<file path="config.mk">
export PLATFORM = sky130hd
export DESIGN_NAME = sti_dp
export DESIGN_NICKNAME = d
export VERILOG_FILES = /design/src/rtl/sti_pkg.sv /design/src/rtl/sti_ram.sv /design/src/rtl/sti_dp.sv
export SDC_FILE = /design/constraint.sdc
export NUM_CORES = 2
export LEC_CHECK = 0
export BUFFER_PORTS_ARGS = -buffer_cell sky130_fd_sc_hd__buf_2
export CAP_MARGIN = 30
export CORE_UTILIZATION = 30
export DETAILED_ROUTE_END_ITERATION = 6
export GPL_TIMING_DRIVEN = 0
export PLACE_DENSITY = 0.48
export SLEW_MARGIN = 40
export SYNTH_ARGS = -nofsm -noshare
export SYNTH_HDL_FRONTEND = slang
export SYNTH_SLANG_ARGS = --single-unit
</file>
<file path="constraint.sdc">
create_clock -name clk -period 13.06 [get_ports clk]
set_clock_uncertainty 0.1 [all_clocks]
set_input_delay 0.653 -clock clk [delete_from_list [all_inputs] [get_ports clk]]
set_output_delay 0.653 -clock clk [all_outputs]
set_load 0.01 [all_outputs]
</file>
<file path="src/rtl/sti_pkg.sv">
`default_nettype none
package sti_pkg;

	localparam int DEPTH  = 64;
	localparam int ADDR_W = $clog2(DEPTH);
	localparam int CNT_W  = $clog2(DEPTH + 1);
	localparam int CAP_W  = 7;
	localparam int CMP_W  = (CNT_W > CAP_W) ? CNT_W : CAP_W;
	localparam int KEY_W  = 32;
	localparam int VAL_W  = 32;
	localparam int STAT_W = 2;
	localparam int POS_W  = 6;

	localparam logic [CAP_W-1:0] CAP_RESET = CAP_W'(64);

	localparam logic [STAT_W-1:0] ST_OK   = 2'd0;
	localparam logic [STAT_W-1:0] ST_FULL = 2'd1;
	localparam logic [STAT_W-1:0] ST_MISS = 2'd2;

	localparam logic ACT_INSERT = 1'b0;
	localparam logic ACT_SEARCH = 1'b1;

	typedef enum logic [1:0] {
		RD_PM1,
		RD_PM2,
		RD_MID
	} rd_sel_t;

	typedef enum logic [2:0] {
		RES_NONE,
		RES_FULL,
		RES_INS,
		RES_HIT,
		RES_MISS
	} res_t;

	typedef struct packed {
		logic    load;
		logic    rd_en;
		rd_sel_t rd_sel;
		logic    wr_shift;
		logic    wr_new;
		logic    p_dec;
		logic    mid_ld;
		logic    lo_up;
		logic    hi_dn;
		res_t    res;
		logic    push;
	} sti_cmd_t;

	typedef struct packed {
		logic is_search;
		logic full;
		logic p_zero;
		logic p_one;
		logic key_gt;
		logic key_eq;
		logic lo_gt_hi;
		logic out_busy;
	} sti_stat_t;

endpackage
`default_nettype wire

</file>
<file path="src/rtl/sti_ram.sv">
`default_nettype none
module sti_ram #(
	parameter int WIDTH = 32,
	parameter int DEPTH = 64
) (
	input  wire logic                     clk,
	input  wire logic                     we,
	input  wire logic [$clog2(DEPTH)-1:0] waddr,
	input  wire logic [WIDTH-1:0]         wdata,
	input  wire logic                     re,
	input  wire logic [$clog2(DEPTH)-1:0] raddr,
	output      logic [WIDTH-1:0]         rdata
);
	logic [WIDTH-1:0] mem [DEPTH];

	always_ff @(posedge clk) begin
		if (we) begin
			mem[waddr] <= wdata;
		end
		if (re) begin
			rdata <= mem[raddr];
		end
	end
endmodule
`default_nettype wire

</file>
<file path="src/rtl/sti_dp.sv">
`default_nettype none
module sti_dp (
	input  wire logic                             clk,
	input  wire logic                             arst_n,
	input  wire logic                             cfg_we,
	input  wire logic [sti_pkg::CAP_W-1:0]        cfg_wdata,
	input  wire logic                             req_action,
	input  wire logic signed [sti_pkg::KEY_W-1:0] req_key,
	input  wire logic signed [sti_pkg::VAL_W-1:0] req_value,
	output      logic                             rsp_valid,
	input  wire logic                             rsp_ready,
	output      logic [sti_pkg::STAT_W-1:0]       rsp_status,
	output      logic [sti_pkg::POS_W-1:0]        rsp_position,
	output      logic signed [sti_pkg::VAL_W-1:0] rsp_value,
	input  wire sti_pkg::sti_cmd_t                cmd,
	output      sti_pkg::sti_stat_t               stat
);
	localparam int AW = sti_pkg::ADDR_W;
	localparam int CW = sti_pkg::CNT_W;

	logic                      act_q;
	logic [sti_pkg::KEY_W-1:0] key_q;
	logic [sti_pkg::VAL_W-1:0] val_q;
	logic [CW-1:0]             p_q;
	logic [CW-1:0]             count_q;
	logic [sti_pkg::CAP_W-1:0] cap_q;
	logic signed [CW:0]        lo_q;
	logic signed [CW:0]        hi_q;
	logic [AW-1:0]             mid_q;

	logic [sti_pkg::STAT_W-1:0] res_status_q;
	logic [sti_pkg::POS_W-1:0]  res_pos_q;
	logic [sti_pkg::VAL_W-1:0]  res_val_q;
	logic                       out_valid_q;
	logic [sti_pkg::STAT_W-1:0] out_status_q;
	logic [sti_pkg::POS_W-1:0]  out_pos_q;
	logic [sti_pkg::VAL_W-1:0]  out_val_q;

	logic [sti_pkg::KEY_W-1:0] rd_key;
	logic [sti_pkg::VAL_W-1:0] rd_val;
	logic [AW-1:0]             rd_addr;
	logic [AW-1:0]             wr_addr;
	logic                      wr_en;
	logic [sti_pkg::KEY_W-1:0] wr_key;
	logic [sti_pkg::VAL_W-1:0] wr_val;
	logic [CW:0]               mid_sum;
	logic [AW-1:0]             mid_c;
	logic [CW:0]               mid_ext;
	logic [sti_pkg::CMP_W-1:0] cap_ext;
	logic [sti_pkg::CMP_W-1:0] depth_ext;
	logic [sti_pkg::CMP_W-1:0] cap_eff;

	assign mid_sum = lo_q + hi_q;
	assign mid_c   = AW'(mid_sum >> 1);
	assign mid_ext = (CW + 1)'(mid_q);

	always_comb begin
		unique case (cmd.rd_sel)
			sti_pkg::RD_PM1: rd_addr = AW'(p_q - CW'(1));
			sti_pkg::RD_PM2: rd_addr = AW'(p_q - CW'(2));
			sti_pkg::RD_MID: rd_addr = mid_c;
			default:         rd_addr = mid_c;
		endcase
	end

	assign wr_en   = cmd.wr_shift | cmd.wr_new;
	assign wr_addr = AW'(p_q);
	assign wr_key  = cmd.wr_new ? key_q : rd_key;
	assign wr_val  = cmd.wr_new ? val_q : rd_val;

	sti_ram #(.WIDTH(sti_pkg::KEY_W), .DEPTH(sti_pkg::DEPTH)) u_key_ram (
		.clk   (clk),
		.we    (wr_en),
		.waddr (wr_addr),
		.wdata (wr_key),
		.re    (cmd.rd_en),
		.raddr (rd_addr),
		.rdata (rd_key)
	);

	sti_ram #(.WIDTH(sti_pkg::VAL_W), .DEPTH(sti_pkg::DEPTH)) u_val_ram (
		.clk   (clk),
		.we    (wr_en),
		.waddr (wr_addr),
		.wdata (wr_val),
		.re    (cmd.rd_en),
		.raddr (rd_addr),
		.rdata (rd_val)
	);

	assign cap_ext   = sti_pkg::CMP_W'(cap_q);
	assign depth_ext = sti_pkg::CMP_W'(sti_pkg::DEPTH);
	assign cap_eff   = (cap_ext > depth_ext) ? depth_ext : cap_ext;

	assign stat.is_search = (act_q == sti_pkg::ACT_SEARCH);
	assign stat.full      = (sti_pkg::CMP_W'(count_q) >= cap_eff);
	assign stat.p_zero    = (p_q == '0);
	assign stat.p_one     = (p_q == CW'(1));
	assign stat.key_gt    = ($signed(rd_key) > $signed(key_q));
	assign stat.key_eq    = (rd_key == key_q);
	assign stat.lo_gt_hi  = (lo_q > hi_q);
	assign stat.out_busy  = out_valid_q & !rsp_ready;

	always_ff @(posedge clk or negedge arst_n) begin
		if (!arst_n) begin
			count_q     <= '0;
			cap_q       <= sti_pkg::CAP_RESET;
			out_valid_q <= 1'b0;
		end else begin
			if (cfg_we) begin
				cap_q <= cfg_wdata;
			end
			if (cmd.wr_new) begin
				count_q <= count_q + CW'(1);
			end
			if (cmd.push) begin
				out_valid_q <= 1'b1;
			end else if (rsp_ready) begin
				out_valid_q <= 1'b0;
			end
		end
	end

	always_ff @(posedge clk) begin
		if (cmd.load) begin
			act_q <= req_action;
			key_q <= req_key;
			val_q <= req_value;
			p_q   <= count_q;
			lo_q  <= '0;
			hi_q  <= $signed({1'b0, count_q}) - $signed((CW + 1)'(1));
		end else if (cmd.p_dec) begin
			p_q <= p_q - CW'(1);
		end
		if (cmd.mid_ld) begin
			mid_q <= mid_c;
		end
		if (cmd.lo_up) begin
			lo_q <= mid_ext + (CW + 1)'(1);
		end
		if (cmd.hi_dn) begin
			hi_q <= mid_ext - (CW + 1)'(1);
		end
		unique case (cmd.res)
			sti_pkg::RES_FULL: begin
				res_status_q <= sti_pkg::ST_FULL;
				res_pos_q    <= '0;
				res_val_q    <= '0;
			end
			sti_pkg::RES_INS: begin
				res_status_q <= sti_pkg::ST_OK;
				res_pos_q    <= sti_pkg::POS_W'(p_q);
				res_val_q    <= '0;
			end
			sti_pkg::RES_HIT: begin
				res_status_q <= sti_pkg::ST_OK;
				res_pos_q    <= sti_pkg::POS_W'(mid_q);
				res_val_q    <= rd_val;
			end
			sti_pkg::RES_MISS: begin
				res_status_q <= sti_pkg::ST_MISS;
				res_pos_q    <= '0;
				res_val_q    <= '0;
			end
			default: begin
			end
		endcase
		if (cmd.push) begin
			out_status_q <= res_status_q;
			out_pos_q    <= res_pos_q;
			out_val_q    <= res_val_q;
		end
	end

	assign rsp_valid    = out_valid_q;
	assign rsp_status   = out_status_q;
	assign rsp_position = out_pos_q;
	assign rsp_value    = $signed(out_val_q);
endmodule
`default_nettype wire

</file>
==> results.yml <==
outcome:
  outcome: "finished, final reports clean"
sta:
  finalSetupViolCount: 0
  final_hold_viol_count: 0
  drv_slew: 0
  layout_min_cycle_time_ns: 6.50
  worstMarginPinSlew_ns: 0.964
  timing.hold.ws_ns: 0.0651
  layout_setup_ws_ns: 6.56
  max_slew_margin: 0.353
  setup_tns_ns: 0
  fin_crit_sh: 0.498
  rsz0062_at_grt: "no"
  fmax_ghz: 0.154
logic_synthesis:
  ys_top_cells_by_area: "edfxtp_1 (75%), mux4_2 (5.0%), mux2i_1 (3.4%)"
  syn-cell-area_mm2: 0.172
  synth_cells: 10200
  synth_area_leader_cell: "edfxtp_1"
  synth_top_area_share: 0.755
  avgSynthCellArea_um2: 16.9
  synth_cell_types: 67
  yosysWarningCount: 0
  async_flop_share: 0.00345
  synth_edf_count: 4333
  syn_nets: 10300
  ys.flop_type: "edfxtp_1"
  synth-seq-area-share: 0.757
  synth-seq-cells: 4348
placement:
  preCtsSetupSlack_ns: 6.58
  hpwl_mm: 387
  gp_congestion: 0.857
  dp.cells: 18200
  port_buffers: 135
  dpl_cell_area_mm2: 0.190
cts:
  cts-root-buf: "clkbuf_16"
  cts.sinks: 4348
  cts_buffer_depth: 4
  path_clk_slew_ns: 0.06
  insertion_delay_ns: 1.04
  htree_levels: 5
  cts_buffers: 463
  cts_tree: "done"
  cts_resized: 0
  post_cts_buffers: 0
final_layout:
  fin_cells: 19200
  final_cell_area_mm2: 0.206
  area_delta_synth_final_pct: 19.5
  nets: 11400
  multiInputGateArea_mm2: 0.0402
  seq_area_mm2: 0.130
  drive_gt1_frac: 0.190
  fill_cells: 53300
pwr:
  p_leak_nw: 68.2
  vdd_ir_drop_max_mv: 0.169
  power.density_mw_per_mm2: 264
grt:
  overflow: 0
  antenna_found_initial: 48
  grt_max_degree: 65
  track_usage: 0.180
  grt_pass1_wl_mm: 746
  grt_pass1_vias: 99900
floorplanning:
  die-area_mm2: 0.578
  start_util: 0.301
  die_h_um: 760
  rows: 278
  ioPinCount: 139
  die_width_um: 760
  coreArea_mm2: 0.573
setup_path:
  slowest_delay_ns: 0.81
  arrival_ns: 7.06
  cpMaxStageDelayCell: "nor4bb_1"
  cp_num_buf_inv: 6
  cp_common_cell: "buf_4"
  critical-path-top-delay-family: "buffers and inverters"
  rr_worst_depth: 15
  r2r_start: "hi_q[0]$_DFFE_PP_"
  critPathCaptureType: "flip-flop"
  timing.rr.end: "u_key_ram.rdata[26]$_DFFE_PP_"
  crit_chain: "ha_1 > fa_1 > nand2b_1 > o21ai_4 > buf_16 > buf_2 > buf_4 > buf_4 > buf_4 > clkbuf_1 > nand2_1 > nand3_1 > a21oi_1 > a311oi_2 > nor4bb_1"
  criticalPathCategory: "reg -> reg"
  cp_data_required_time_ns: 13.63
  crit_fanout: 10
  rrSetupSlack_ns: 6.56
  critPathLaunchType: "flip-flop"
routing:
  drc: 0
  first_pass_iters: 6
  drt-total-wl_mm: 536
  avgRoutedWirePerCell_um: 27.9
  via_per_inst: 5.06
  vias: 97100
  ant_nets: 0
  drt_iter0_markers: 9370
job:
  drv_cap: 0
worst_hold_path:
  hp-class: "in -> reg"
  min_to: "rsp_value[30]$_DFFE_PP_"
  holdCritStartpoint: "cmd[0]"
  hold-path-cell-count: 1
[metal layers]
layer  part of all wire  wire, um  GRT usage  up-vias
met5           0.000082        44          0        -
met4              0.033     17500     0.0540        6
met3              0.064     34300     0.0288      795
met2               0.51    272000      0.320     3281
met1               0.40    213000      0.224    50600
li1                   -         -          -    42400
[final cells by class]
class / instances / share of cell area
inverter: 56 / 0.00102
multi-input combinational: 5120 / 0.195
tap: 7560 / 0.0459
clock inverter: 288 / 0.0110
timing repair buffer: 562 / 0.0392
clock buffer: 563 / 0.0589
antenna: 20 / 0.000243
buffer: 665 / 0.0148
sequential: 4348 / 0.634
[power by group]
group | leakage, nW | internal (mW) | switching [mW] | total (mW)
logic | 21.7 | 7.27 | 16.4 | 23.7
clock network | 7.06 | 7.16 | 5.47 | 12.6
registers | 39.4 | 17.7 | 0.329 | 18.0
[cell families after synthesis]
| group | share of synthesized area |
|---|---|
| xor gates and xnor gates | 0.00179 |
| adders and majority gates | 0.00469 |
| muxes | 0.101 |
| and+or+nand+nor | 0.0702 |
| buffers and inverters | 0.0183 |
| AOI/OAI and AO/OA | 0.0466 |
| DFF | 0.757 |
[Yosys cell counts (48+ instances only)]
cell	n
mux2i_1	581
nand3_1	716
a221o_1	64
and3_1	193
ha_1	63
edfxtp_1	4333
nor4bb_1	54
mux2_2	263
a21oi_1	337
inv_1	54
a311oi_1	189
o211ai_1	65
buf_1	48
clkbuf_1	386
buf_2	193
a32oi_1	130
mux4_2	385
nor2_1	101
a22oi_1	128
nand2_1	1464
o22ai_1	126
[through the flow]
stage	utilization	power, mW
finish	0.360	54.3
global route	0.360	56.3
CTS	0.359	54.5
detailed placement	0.332	41.8
global placement	0.319	40.8
floorplan	-	30.6
[cell usage in the layout, fill, tap and decap left out, types with 21 or more instances in the layout]
master            n
a21oi_1         335
a221o_1          64
a22oi_1         128
a311oi_1        153
a311oi_2         36
a32oi_1         130
and2_1           38
and3_1          193
buf_1            37
buf_16          120
buf_2           332
buf_4            39
buf_6            23
buf_8           187
bufinv_16        30
clkbuf_1        417
clkbuf_16       471
clkbuf_2         59
clkinv_1        139
clkinv_2         86
dlygate4sd3_1    91
edfxtp_1       4333
ha_1             63
inv_1            54
mux2_2          200
mux2_4           42
mux2_8           21
mux2i_1         581
mux4_2          385
nand2_1        1457
nand3_1         714
nor2_1           36
nor2_4           65
nor4bb_1         40
o211ai_1         65
o21ai_0          31
o22ai_1         126
[sequential cells by signal, summed over array words and instances (netlist names), 6 cells and up]
name / count
u_key_ram.rdata: 32
u_key_ram.mem: 2048
u_val_ram.mem: 2048
p_q: 7
u_val_ram.rdata: 32
res_val_q: 32
res_pos_q: 6
rsp_value: 32
key_q: 32
rsp_position: 6
lo_q: 7
mid_q: 6
val_q: 32
hi_q: 8
count_q: 7
cap_ext: 7
[worst reg2reg max path: cells and delay by family, from the launching register on]
family          cells  cell delay, ns
buf+inv             6            2.59
simple gates        4            1.30
compound gates      3            0.95
fa+ha+maj           2            0.78
flops               1            0.42
[how the worst max path moves through the flow]
| stage | startpoint | end | slack, ns | depth (start not counted) |
|---|---|---|---|---|
| 5_1_grt | lo_q[0]$_SDFFCE_PN0P_ | u_val_ram.rdata[8]$_DFFE_PP_ | 6.47 | 15 |
| 3_5_place_dp | hi_q[0]$_DFFE_PP_ | u_val_ram.rdata[8]$_DFFE_PP_ | 6.58 | 15 |
| 4_1_cts | hi_q[0]$_DFFE_PP_ | u_val_ram.rdata[8]$_DFFE_PP_ | 6.54 | 15 |
| 6_report | hi_q[0]$_DFFE_PP_ | u_key_ram.rdata[26]$_DFFE_PP_ | 6.56 | 15 |
| 2_1_floorplan | p_q[2]$_DFFE_PP_ | u_key_ram.mem[25][0]$_DFFE_PP_ | 8.35 | 7 |
| 3_3_place_gp | cmd[8] | u_key_ram.mem[58][24]$_DFFE_PP_ | 2.46 | 5 |
[what timing repair did]
action	4_1_cts	5_1_grt
hold buffers	91	0
setup endpoints to repair	0	0
endpoints found under the hold margin	175	0
No activity file was read; power rests on OpenSTA's default activity.
