## config.mk

```make
export PLATFORM = sky130hd
export DESIGN_NAME = sti_ctrl
export DESIGN_NICKNAME = d
export VERILOG_FILES = /design/src/rtl/sti_pkg.sv /design/src/rtl/sti_ctrl.sv
export SDC_FILE = /design/constraint.sdc
export NUM_CORES = 1
export LEC_CHECK = 0
export BUFFER_PORTS_ARGS = -buffer_cell sky130_fd_sc_hd__buf_4
export CAP_MARGIN = 20
export CORE_MARGIN = 8
export CORE_UTILIZATION = 30
export DETAILED_ROUTE_END_ITERATION = 12
export GPL_ROUTABILITY_DRIVEN = 0
export HOLD_SLACK_MARGIN = 0.08
export PLACE_DENSITY_LB_ADDON = 0.15
export SETUP_SLACK_MARGIN = 0.2
export SLEW_MARGIN = 20
export SYNTH_ARGS = -nofsm -noshare
export SYNTH_HDL_FRONTEND = slang
export SYNTH_SLANG_ARGS = --single-unit
```

## constraint.sdc

```tcl
create_clock -name clk -period 2.45 [get_ports clk]
set_input_delay 0.49 -clock clk [delete_from_list [all_inputs] [get_ports clk]]
set_output_delay 0.49 -clock clk [all_outputs]
set_load 0.01 [all_outputs]
```

## src/rtl/sti_pkg.sv

```systemverilog
`default_nettype none
package sti_pkg;

	localparam int DEPTH  = 64;
	localparam int ADDR_W = $clog2(DEPTH);
	localparam int CNT_W  = $clog2(DEPTH + 1);
	localparam int CAP_W  = 7;
	localparam int CMP_W  = (CNT_W > CAP_W) ? CNT_W : CAP_W;
	localparam int KEY_W  = 32;
	localparam int VAL_W  = 32;
	localparam int STAT_W = 2;
	localparam int POS_W  = 6;

	localparam logic [CAP_W-1:0] CAP_RESET = CAP_W'(64);

	localparam logic [STAT_W-1:0] ST_OK   = 2'd0;
	localparam logic [STAT_W-1:0] ST_FULL = 2'd1;
	localparam logic [STAT_W-1:0] ST_MISS = 2'd2;

	localparam logic ACT_INSERT = 1'b0;
	localparam logic ACT_SEARCH = 1'b1;

	typedef enum logic [1:0] {
		RD_PM1,
		RD_PM2,
		RD_MID
	} rd_sel_t;

	typedef enum logic [2:0] {
		RES_NONE,
		RES_FULL,
		RES_INS,
		RES_HIT,
		RES_MISS
	} res_t;

	typedef struct packed {
		logic    load;
		logic    rd_en;
		rd_sel_t rd_sel;
		logic    wr_shift;
		logic    wr_new;
		logic    p_dec;
		logic    mid_ld;
		logic    lo_up;
		logic    hi_dn;
		res_t    res;
		logic    push;
	} sti_cmd_t;

	typedef struct packed {
		logic is_search;
		logic full;
		logic p_zero;
		logic p_one;
		logic key_gt;
		logic key_eq;
		logic lo_gt_hi;
		logic out_busy;
	} sti_stat_t;

endpackage
`default_nettype wire

```

## src/rtl/sti_ctrl.sv

```systemverilog
`default_nettype none
module sti_ctrl (
	input  wire logic               clk,
	input  wire logic               arst_n,
	input  wire logic               req_valid,
	output      logic               req_ready,
	input  wire sti_pkg::sti_stat_t stat,
	output      sti_pkg::sti_cmd_t  cmd
);
	typedef enum logic [2:0] {
		S_IDLE,
		S_START,
		S_INS_CMP,
		S_INS_PUT,
		S_SRCH_CHK,
		S_SRCH_CMP,
		S_EMIT
	} state_t;

	state_t state_q;
	state_t state_d;

	assign req_ready = (state_q == S_IDLE);

	always_comb begin
		cmd          = '0;
		cmd.rd_sel   = sti_pkg::RD_PM1;
		cmd.res      = sti_pkg::RES_NONE;
		state_d      = state_q;
		unique case (state_q)
			S_IDLE: begin
				if (req_valid) begin
					cmd.load = 1'b1;
					state_d  = S_START;
				end
			end
			S_START: begin
				if (stat.is_search) begin
					state_d = S_SRCH_CHK;
				end else if (stat.full) begin
					cmd.res = sti_pkg::RES_FULL;
					state_d = S_EMIT;
				end else if (stat.p_zero) begin
					cmd.wr_new = 1'b1;
					cmd.res    = sti_pkg::RES_INS;
					state_d    = S_EMIT;
				end else begin
					cmd.rd_en  = 1'b1;
					cmd.rd_sel = sti_pkg::RD_PM1;
					state_d    = S_INS_CMP;
				end
			end
			S_INS_CMP: begin
				if (stat.key_gt) begin
					// move the larger entry up, fetch the next one below
					cmd.wr_shift = 1'b1;
					cmd.p_dec    = 1'b1;
					if (stat.p_one) begin
						state_d = S_INS_PUT;
					end else begin
						cmd.rd_en  = 1'b1;
						cmd.rd_sel = sti_pkg::RD_PM2;
					end
				end else begin
					cmd.wr_new = 1'b1;
					cmd.res    = sti_pkg::RES_INS;
					state_d    = S_EMIT;
				end
			end
			S_INS_PUT: begin
				cmd.wr_new = 1'b1;
				cmd.res    = sti_pkg::RES_INS;
				state_d    = S_EMIT;
			end
			S_SRCH_CHK: begin
				if (stat.lo_gt_hi) begin
					cmd.res = sti_pkg::RES_MISS;
					state_d = S_EMIT;
				end else begin
					cmd.rd_en  = 1'b1;
					cmd.rd_sel = sti_pkg::RD_MID;
					cmd.mid_ld = 1'b1;
					state_d    = S_SRCH_CMP;
				end
			end
			S_SRCH_CMP: begin
				if (stat.key_eq) begin
					cmd.res = sti_pkg::RES_HIT;
					state_d = S_EMIT;
				end else begin
					cmd.lo_up = !stat.key_gt;
					cmd.hi_dn = stat.key_gt;
					state_d   = S_SRCH_CHK;
				end
			end
			S_EMIT: begin
				if (!stat.out_busy) begin
					cmd.push = 1'b1;
					state_d  = S_IDLE;
				end
			end
			default: begin
				state_d = S_IDLE;
			end
		endcase
	end

	always_ff @(posedge clk or negedge arst_n) begin
		if (!arst_n) begin
			state_q <= S_IDLE;
		end else begin
			state_q <= state_d;
		end
	end
endmodule
`default_nettype wire

```

==> results_dict.tcl, run 1 <==
set metrics [dict create \
    port_buffers 25 \
    finClkSkew_ps 2.787 \
    root_buffer "clkbuf_4" \
    dieArea_mm2 0.002908 \
    largest_register_ffs 3 \
    dr.pass1.iters 4 \
    cp_max_fo 12 \
    syn-num-nets 61 \
    critPathSlowestCell "dfrtp_1" \
    path_clk_slew_ps 40 \
    power-per-cell-area_mw_per_mm2 996.5 \
    ys_types 29 \
    status "completed" \
    drive_above_1_share_pct 51.32 \
    place_ws_ps 586.2 \
    peakVddDrop_mv 0.7306 \
    layout_commonest_cell "buf_4" \
    finalWirelength_mm 1.188 \
    ys_seq_elements 3 \
    n_antenna_cell 0 \
    first_iter_violations 7 \
    worst_pin_slew_ps 552.3 \
    vias 450 \
    nets 88 \
    slew_violations 0 \
    grt_usage_pct 8.430 \
    fin_ws_ps 357.2 \
    crit_chain "inv_2 -> or2_1 -> nor3_1 -> buf_4" \
    syn_inst 50 \
    synth_area_um2 431.7 \
    area_growth_pct 48.12 \
    ctsHtreeMaxLevel 1 \
    grt_max_degree 17 \
    grt_pass1_wl_mm 1.876 \
    overflow 0 \
    slew_headroom_pct 63.18 \
    path_class "reg -> out" \
    rr_worst_depth 3 \
    cp.arrival_ps 1600 \
    initial_core_util_pct 32.76 \
    yosys_warnings 0 \
    die_width_um 53.93 \
    synth.avg_cell_area_um2 8.633 \
    drc_errors 0 \
    tns_ps 0 \
    post_cts_buffers 0 \
    final_cell_mix "buf_4 (26), nor3_1 (8), nor2_1 (5)" \
    hp-class "in -> async" \
    fp.coreArea_mm2 0.001318 \
    avgViaCountPerCell 4.945 \
    ant_nets 0 \
    cts_buffers 3 \
    rows 13 \
    die_height_um 53.93 \
    fmax_ghz 0.4778 \
    setup-violations-final 0 \
    yosysSeqAreaShare_pct 17.39 \
    io_pins 26 \
    antenna_found_initial 0 \
    finalHoldViolCount 0 \
    p_leak_nw 0.3028 \
    critPathLaunchType "register" \
    layout_worst_path_cycle_share_pct 85.42 \
    hold_ws_ps 586.0 \
    avgRoutedWirePerCell_um 13.05 \
    fin_crit_ps 2093 \
    grt_pass1_vias 471 \
    crit_required_ps 1960 \
    rrSetupSlack_ps 830 \
    timing.rr.end "state_q[1]$_DFFE_PN0P_" \
    dp_hpwl_um 996.4 \
    cts.sinks 3 \
    regMostFlops "state_q" \
    clock_latency_ps 230 \
    maxCapViolations 0 \
    cts_buffer_depth 2 \
    cts_resized 0 \
    rsz0062_at_grt "no" \
    largestRegisters "state_q x3" \
    cts_tree "built" \
    r2r-start "state_q[2]$_DFFE_PN0P_" \
    endpoint_kind "primary output" \
    slowest_delay_ps 680 \
]
## where the power goes
part           switching [mW]  internal [mW]  total [mW]
registers              0.0658         0.0723       0.138
logic                   0.199          0.215       0.414
clock network          0.0238         0.0609      0.0848
## cells in the mapped netlist
cell type  count  area (µm²)
buf_6          2       22.52
buf_2          1       5.000
nor3_1         8       40.04
mux2i_1        1       10.01
a32oi_1        1       8.760
buf_4          2       15.01
a21oi_1        1       5.000
a31oi_1        1       6.260
o21ai_2        1       8.760
nor2_1         5       18.77
nor4_4         2       42.54
o21bai_1       1       7.510
mux2_4         1       15.01
nand2b_4       1       13.76
inv_2          1       3.750
a22oi_1        1       7.510
dfrtp_1        3       75.07
nor2b_4        1       13.76
or2_1          1       6.260
o41ai_1        1       8.760
nor3b_1        2       15.01
o31ai_1        1       7.510
nand2_4        1       11.26
a32o_2         1       11.26
inv_1          3       11.26
o21ai_0        1       5.000
and2_1         1       6.260
o21bai_2       1       11.26
nand2b_1       3       18.77
## worst max path at each step
stage | startpoint | to | slack [ps] | cells after the start
finish | state_q[2]$_DFFE_PN0P_ | cmd[5] | 360 | 4
global route | state_q[0]$_DFFE_PN0P_ | cmd[2] | 240 | 5
floorplan | state_q[0]$_DFFE_PN0P_ | cmd[12] | 700 | 5
CTS | state_q[2]$_DFFE_PN0P_ | cmd[5] | 340 | 4
global placement | state_q[2]$_DFFE_PN0P_ | cmd[4] | 590 | 4
detailed placement | state_q[0]$_DFFE_PN0P_ | cmd[2] | 590 | 5
## routing by layer
| layer | GRT usage, % | share of wire [%] |
|---|---|---|
| met3 | 4.132 | 7.4 |
| met4 | 3.782 | 0 |
| met1 | 9.969 | 47 |
| met5 | 0 | 0 |
| met2 | 12.55 | 45 |
## repair_timing
action	CTS	global route
hold buffers	1	0
setup endpoints to repair	0	0
hold endpoints to repair	3	0
## worst max-delay path, delay by kind of cell (launching register included)
kind	cells	cell delay, ps
and+or+nand+nor	2	430
DFF	1	680
buffers and inverters	2	270
## area by class of cell
type                    instances  area (µm²)
inverters                       4       15.01
repair buffers                 27       205.2
flip-flops and latches          3       75.07
clock buffers                   4       26.28
fillers                       136       678.2
well taps                      15       18.77
multi-input cells              38       299.0
## per-stage QoR
stage | cell area, µm² | utilization, % | std cells | total power [mW]
6_report | 639.4 | 48.53 | 91 | 0.6371
5_1_grt | 639.4 | 48.53 | 91 | 0.6901
4_1_cts | 639.4 | 48.53 | 91 | 0.6489
3_5_place_dp | 603.1 | 45.77 | 86 | 0.5586
3_3_place_gp | 603.1 | 45.77 | 86 | 0.5592
2_1_floorplan | 431.7 | - | 50 | 0.4398
## cell families after synthesis
family | count (synthesis) | synth area share (%)
flops | 3 | 17.39
mux | 2 | 5.796
buf+inv | 9 | 13.33
compound gates | 11 | 20.29
simple gates | 25 | 43.19
Power figures use the tool's default switching activity.
==> inputs of run 2 (changes only) <==
--- a/config.mk
+++ b/config.mk
@@ -12,7 +12,7 @@
 export DETAILED_ROUTE_END_ITERATION = 12
 export GPL_ROUTABILITY_DRIVEN = 0
 export HOLD_SLACK_MARGIN = 0.08
-export PLACE_DENSITY_LB_ADDON = 0.15
+export PLACE_DENSITY_LB_ADDON = 0.08
 export SETUP_SLACK_MARGIN = 0.2
 export SLEW_MARGIN = 20
 export SYNTH_ARGS = -nofsm -noshare
==> run 2 against run 1 <==
Against the previous run:
- cell area up 0.20%
- die area unchanged
- via count up 0.44%
- combinational power down 1%
- total power up 1.2%
- sequential share of layout area up 0.17 points
- sequential power up 4%
- clock-buffer cell count unchanged
- first-iteration DRC count unchanged
- clock skew about the same
- global-route usage up 0.88 points
- hold slack worse by 14 ps
- critical endpoint unchanged
- largest power group unchanged
==> results_dict.tcl, run 2 (same netlist as run 1, synthesis figures left out) <==
set metrics [dict create \
    fin_crit_ps 2093 \
    endpoint_kind "primary output" \
    hp-class "in -> reg" \
    fin_area_um2 640.6 \
    drc_errors 0 \
    finalHoldViolCount 0 \
    antenna_found_initial 0 \
    rrSetupSlack_ps 830 \
    largest_register_ffs 3 \
    setup-violations-final 0 \
    final_cell_mix "buf_4 (26), nor3_1 (8), nor2_1 (5)" \
    p_total_mw 0.6445 \
    critPathSlowestCell "dfrtp_1" \
    ant_nets 0 \
    grt_usage_pct 9.306 \
    area_growth_pct 48.41 \
    first_iter_violations 7 \
    p_leak_nw 0.3015 \
    dp_hpwl_um 939.8 \
    layout_commonest_cell "buf_4" \
    cp_max_fo 12 \
    root_buffer "clkbuf_4" \
    slew_violations 0 \
    dr.pass1.iters 3 \
    cp.arrival_ps 1600 \
    cp_num_buf_inv 2 \
    avgViaCountPerCell 4.967 \
    cts.sinks 3 \
    fp.coreArea_mm2 0.001318 \
    maxCapViolations 0 \
    status "completed" \
    port_buffers 25 \
    finalWirelength_mm 1.234 \
    slew_headroom_pct 63.46 \
    peakVddDrop_mv 0.6018 \
    post_cts_buffers 0 \
    avgRoutedWirePerCell_um 13.56 \
    io_pins 26 \
    initial_core_util_pct 32.76 \
    drive_above_1_share_pct 52.63 \
    fmax_ghz 0.4779 \
    worst_pin_slew_ps 548.1 \
    die_width_um 53.93 \
    critPathLaunchType "register" \
    cts_buffer_depth 2 \
    vias 452 \
    grt_max_degree 17 \
    hold_ws_ps 571.9 \
    largestRegisters "state_q x3" \
    path_class "reg -> out" \
    grt_pass1_vias 425 \
    fin_ws_ps 357.3 \
    dieArea_mm2 0.002908 \
    slowest_delay_ps 680 \
    finClkSkew_ps 3.068 \
    path_clk_slew_ps 40 \
    n_antenna_cell 0 \
    die_height_um 53.93 \
    clock_latency_ps 240 \
    layout_worst_path_cycle_share_pct 85.42 \
    place_ws_ps 568.9 \
    regMostFlops "state_q" \
    overflow 0 \
    crit_required_ps 1960 \
    rsz0062_at_grt "no" \
    grt_pass1_wl_mm 1.911 \
    place_area_um2 603.1 \
    nets 88 \
    rows 13 \
    cp_top_family "flip-flops" \
    ctsHtreeMaxLevel 1 \
    crit_chain "inv_2 -> or2_1 -> nor3_1 -> buf_4" \
    tns_ps 0 \
    power-per-cell-area_mw_per_mm2 1006 \
    cts_tree "built" \
    cts_buffers 3 \
]
[run 2: report_power, final]
group	switching, mW	internal (mW)
combinational	0.195	0.215
clock	0.0291	0.0613
sequential	0.0702	0.0739
total	0.295	0.350
[run 2: cell type report]
cell class	instances	area [µm²]
flip-flops and latches	3	76.32
fillers	132	676.9
inverters	4	15.01
clock buffers	4	26.28
well taps	15	18.77
repair buffers	27	205.2
multi-input cells	38	299.0
[run 2: worst paths after layout]
path,startpoint,endpoint,cells past startpoint
max,state_q[2]$_DFFE_PN0P_,cmd[5],4
min,stat[0],state_q[2]$_DFFE_PN0P_,3
max reg2reg,state_q[2]$_DFFE_PN0P_,state_q[1]$_DFFE_PN0P_,3
min reg2reg,state_q[0]$_DFFE_PN0P_,state_q[0]$_DFFE_PN0P_,1
max in group asynchronous,arst_n,state_q[0]$_DFFE_PN0P_,2
min in group asynchronous,arst_n,state_q[0]$_DFFE_PN0P_,2
[run 2: timing repair]
item	CTS	global route
endpoints found under the hold margin	3	0
hold buffers	1	0
gates resized for setup	0	1
endpoints found under the setup margin	0	4
[run 2: layer usage]
| layer | part of all wire (%) | GRT usage [%] | wire length (µm) | vias to the layer above |
|---|---|---|---|---|
| met2 | 43 | 11.00 | 532 | 18 |
| met5 | 0 | 0 | 0 | - |
| met1 | 46 | 11.51 | 572 | 201 |
| met3 | 8.7 | 6.336 | 107 | 2 |
| met4 | 1.7 | 6.303 | 21 | 0 |
| li1 | - | - | - | 231 |
[run 2: through the flow]
stage               std cells  utilization (%)
finish                     91            48.62
global route               91            48.62
CTS                        91            48.53
detailed placement         86            45.77
global placement           86            45.77
floorplan                  50                -
[run 2: tightest hold or removal path: stages]
cell	delay, ps
buf_4	120
nand2b_1	60
a32oi_1	90
==> inputs of run 3 (changes only) <==
--- a/config.mk
+++ b/config.mk
@@ -12,8 +12,10 @@
 export DETAILED_ROUTE_END_ITERATION = 12
 export GPL_ROUTABILITY_DRIVEN = 0
 export HOLD_SLACK_MARGIN = 0.08
+export MAX_ROUTING_LAYER = met4
 export PLACE_DENSITY_LB_ADDON = 0.08
 export SETUP_SLACK_MARGIN = 0.2
+export SKIP_CTS_REPAIR_TIMING = 1
 export SLEW_MARGIN = 20
 export SYNTH_ARGS = -nofsm -noshare
 export SYNTH_HDL_FRONTEND = slang
==> run 3 against run 2 <==
Against the previous run:
- core utilization stayed put
- global-route usage is 0.29 points higher
- cell area stayed put
- hold slack worse by 0.78 ps
- sequential share of layout area stayed put
- largest power group unchanged
==> results_dict.tcl, run 3 (same netlist as run 1, synthesis figures left out) <==
set metrics [dict create \
    fin_area_um2 640.6 \
    met2_usage_pct 11.00 \
    internal_power_mw 0.3500 \
    io_pins 26 \
    crit_required_ps 1960 \
    combPwrFrac_pct 63.6 \
    cp_max_fo 12 \
    cp.arrival_ps 1600 \
    die_width_um 53.93 \
    rsz0062_at_grt "no" \
    avgRoutedWirePerCell_um 13.53 \
    avgViaCountPerCell 4.934 \
    largestRegisters "state_q x3" \
    fin_crit_ps 2094 \
    worstHoldStart "stat[0]" \
    pwr-share-seq_pct 22.3 \
    path_clk_slew_ps 40 \
    worst_pin_slew_ps 548.2 \
    ant_nets 0 \
    rr_worst_depth 3 \
    drc_errors 0 \
    finClkSkew_ps 3.071 \
    dp_hpwl_um 939.8 \
    p_leak_nw 0.3015 \
    min_to "state_q[2]$_DFFE_PN0P_" \
    layout_worst_path_cycle_share_pct 85.45 \
    rrSetupSlack_ps 830 \
    cts_buffer_depth 2 \
    place_area_um2 603.1 \
    finalHoldViolCount 0 \
    grt_usage_pct 9.591 \
    switching_share_pct 45.74 \
    regMostFlops "state_q" \
    hp-class "in -> reg" \
    n_fill_cell 132 \
    slew_violations 0 \
    critPathLaunchType "register" \
    final_cell_mix "buf_4 (26), nor3_1 (8), nor2_1 (5)" \
    area_growth_pct 48.41 \
    slew_headroom_pct 63.45 \
    initial_core_util_pct 32.76 \
    clock_latency_ps 240 \
    fin_ws_ps 356.4 \
    cts_buffers 3 \
    grt_use_met3_pct 5.785 \
    nets 88 \
    root_buffer "clkbuf_4" \
    drive_above_1_share_pct 52.63 \
    dr.pass1.iters 3 \
    vias 449 \
    tns_ps 0 \
    fmax_ghz 0.4777 \
    first_iter_violations 8 \
    ctsHtreeMaxLevel 1 \
    timing.rr.end "state_q[1]$_DFFE_PN0P_" \
    power-per-cell-area_mw_per_mm2 1007 \
    antenna_found_initial 0 \
    status "completed" \
    r2r-start "state_q[2]$_DFFE_PN0P_" \
    grt_pass1_wl_mm 1.911 \
    grt_max_degree 17 \
    top_usage_layer "met1" \
    dieArea_mm2 0.002908 \
    finalWirelength_mm 1.231 \
    setup-violations-final 0 \
    p_clk_share_pct 14.1 \
    path_class "reg -> out" \
    hold_depth 3 \
    overflow 0 \
    largest_register_ffs 3 \
    p_switching_mw 0.2951 \
    grt_pass1_vias 425 \
    die_height_um 53.93 \
    rows 13 \
    met1_usage_pct 11.82 \
    peakVddDrop_mv 0.6020 \
    endpoint_kind "primary output" \
    port_buffers 25 \
    n_antenna_cell 0 \
    maxCapViolations 0 \
    cts.sinks 3 \
    fp.coreArea_mm2 0.001318 \
    place_ws_ps 568.9 \
    cts_tree "built" \
    layout_commonest_cell "buf_4" \
]
[run 3: final cells by class]
class                      instances  area, µm²  share of cell area [%]
clock buffer                       4      26.28                   4.102
inverter                           4      15.01                   2.344
tap                               15      18.77                   2.930
multi-input combinational         38      299.0                   46.68
timing repair buffer              27      205.2                   32.03
sequential                         3      76.32                   11.91
[run 3: worst max-delay path by stage]
stage,depth (start not counted),slack (ps),start,end
final,4,360,state_q[2]$_DFFE_PN0P_,cmd[5]
after global routing,4,220,state_q[2]$_DFFE_PN0P_,cmd[4]
after CTS,5,300,state_q[0]$_DFFE_PN0P_,cmd[2]
after detailed placement,5,570,state_q[0]$_DFFE_PN0P_,cmd[2]
after global placement,5,510,state_q[0]$_DFFE_PN0P_,cmd[2]
after floorplan,5,700,state_q[0]$_DFFE_PN0P_,cmd[12]
[run 3: critical path, stage by stage (launching register included)]
cell and delay, ps:
dfrtp_1 680, inv_2 120, or2_1 280, nor3_1 140
buf_4 150
[run 3: power by group through the flow]
stage	clock [mW]	sequential (mW)	combinational, mW
global route	0.101	0.151	0.450
detailed placement	0	0.141	0.412
finish	0.0907	0.144	0.410
global placement	0	0.140	0.415
floorplan	0	0.0940	0.346
CTS	0.0932	0.140	0.414
[run 3: per-layer routing]
layer,wire length (µm),up-vias
li1,-,231
met1,593,202
met2,557,16
met3,80,0
met4,0,0
met5,0,-
[run 3: per-stage QoR]
| stage | hold slack (ps) | util [%] | instances | power, mW |
|---|---|---|---|---|
| global route | 571.7 | 48.62 | 91 | 0.7018 |
| global placement | 281.3 | 45.77 | 86 | 0.5554 |
| CTS | 25.34 | 47.77 | 90 | 0.6472 |
| finish | 571.1 | 48.62 | 91 | 0.6452 |
| detailed placement | 280.6 | 45.77 | 86 | 0.5524 |
| floorplan | 194.4 | - | 50 | 0.4398 |
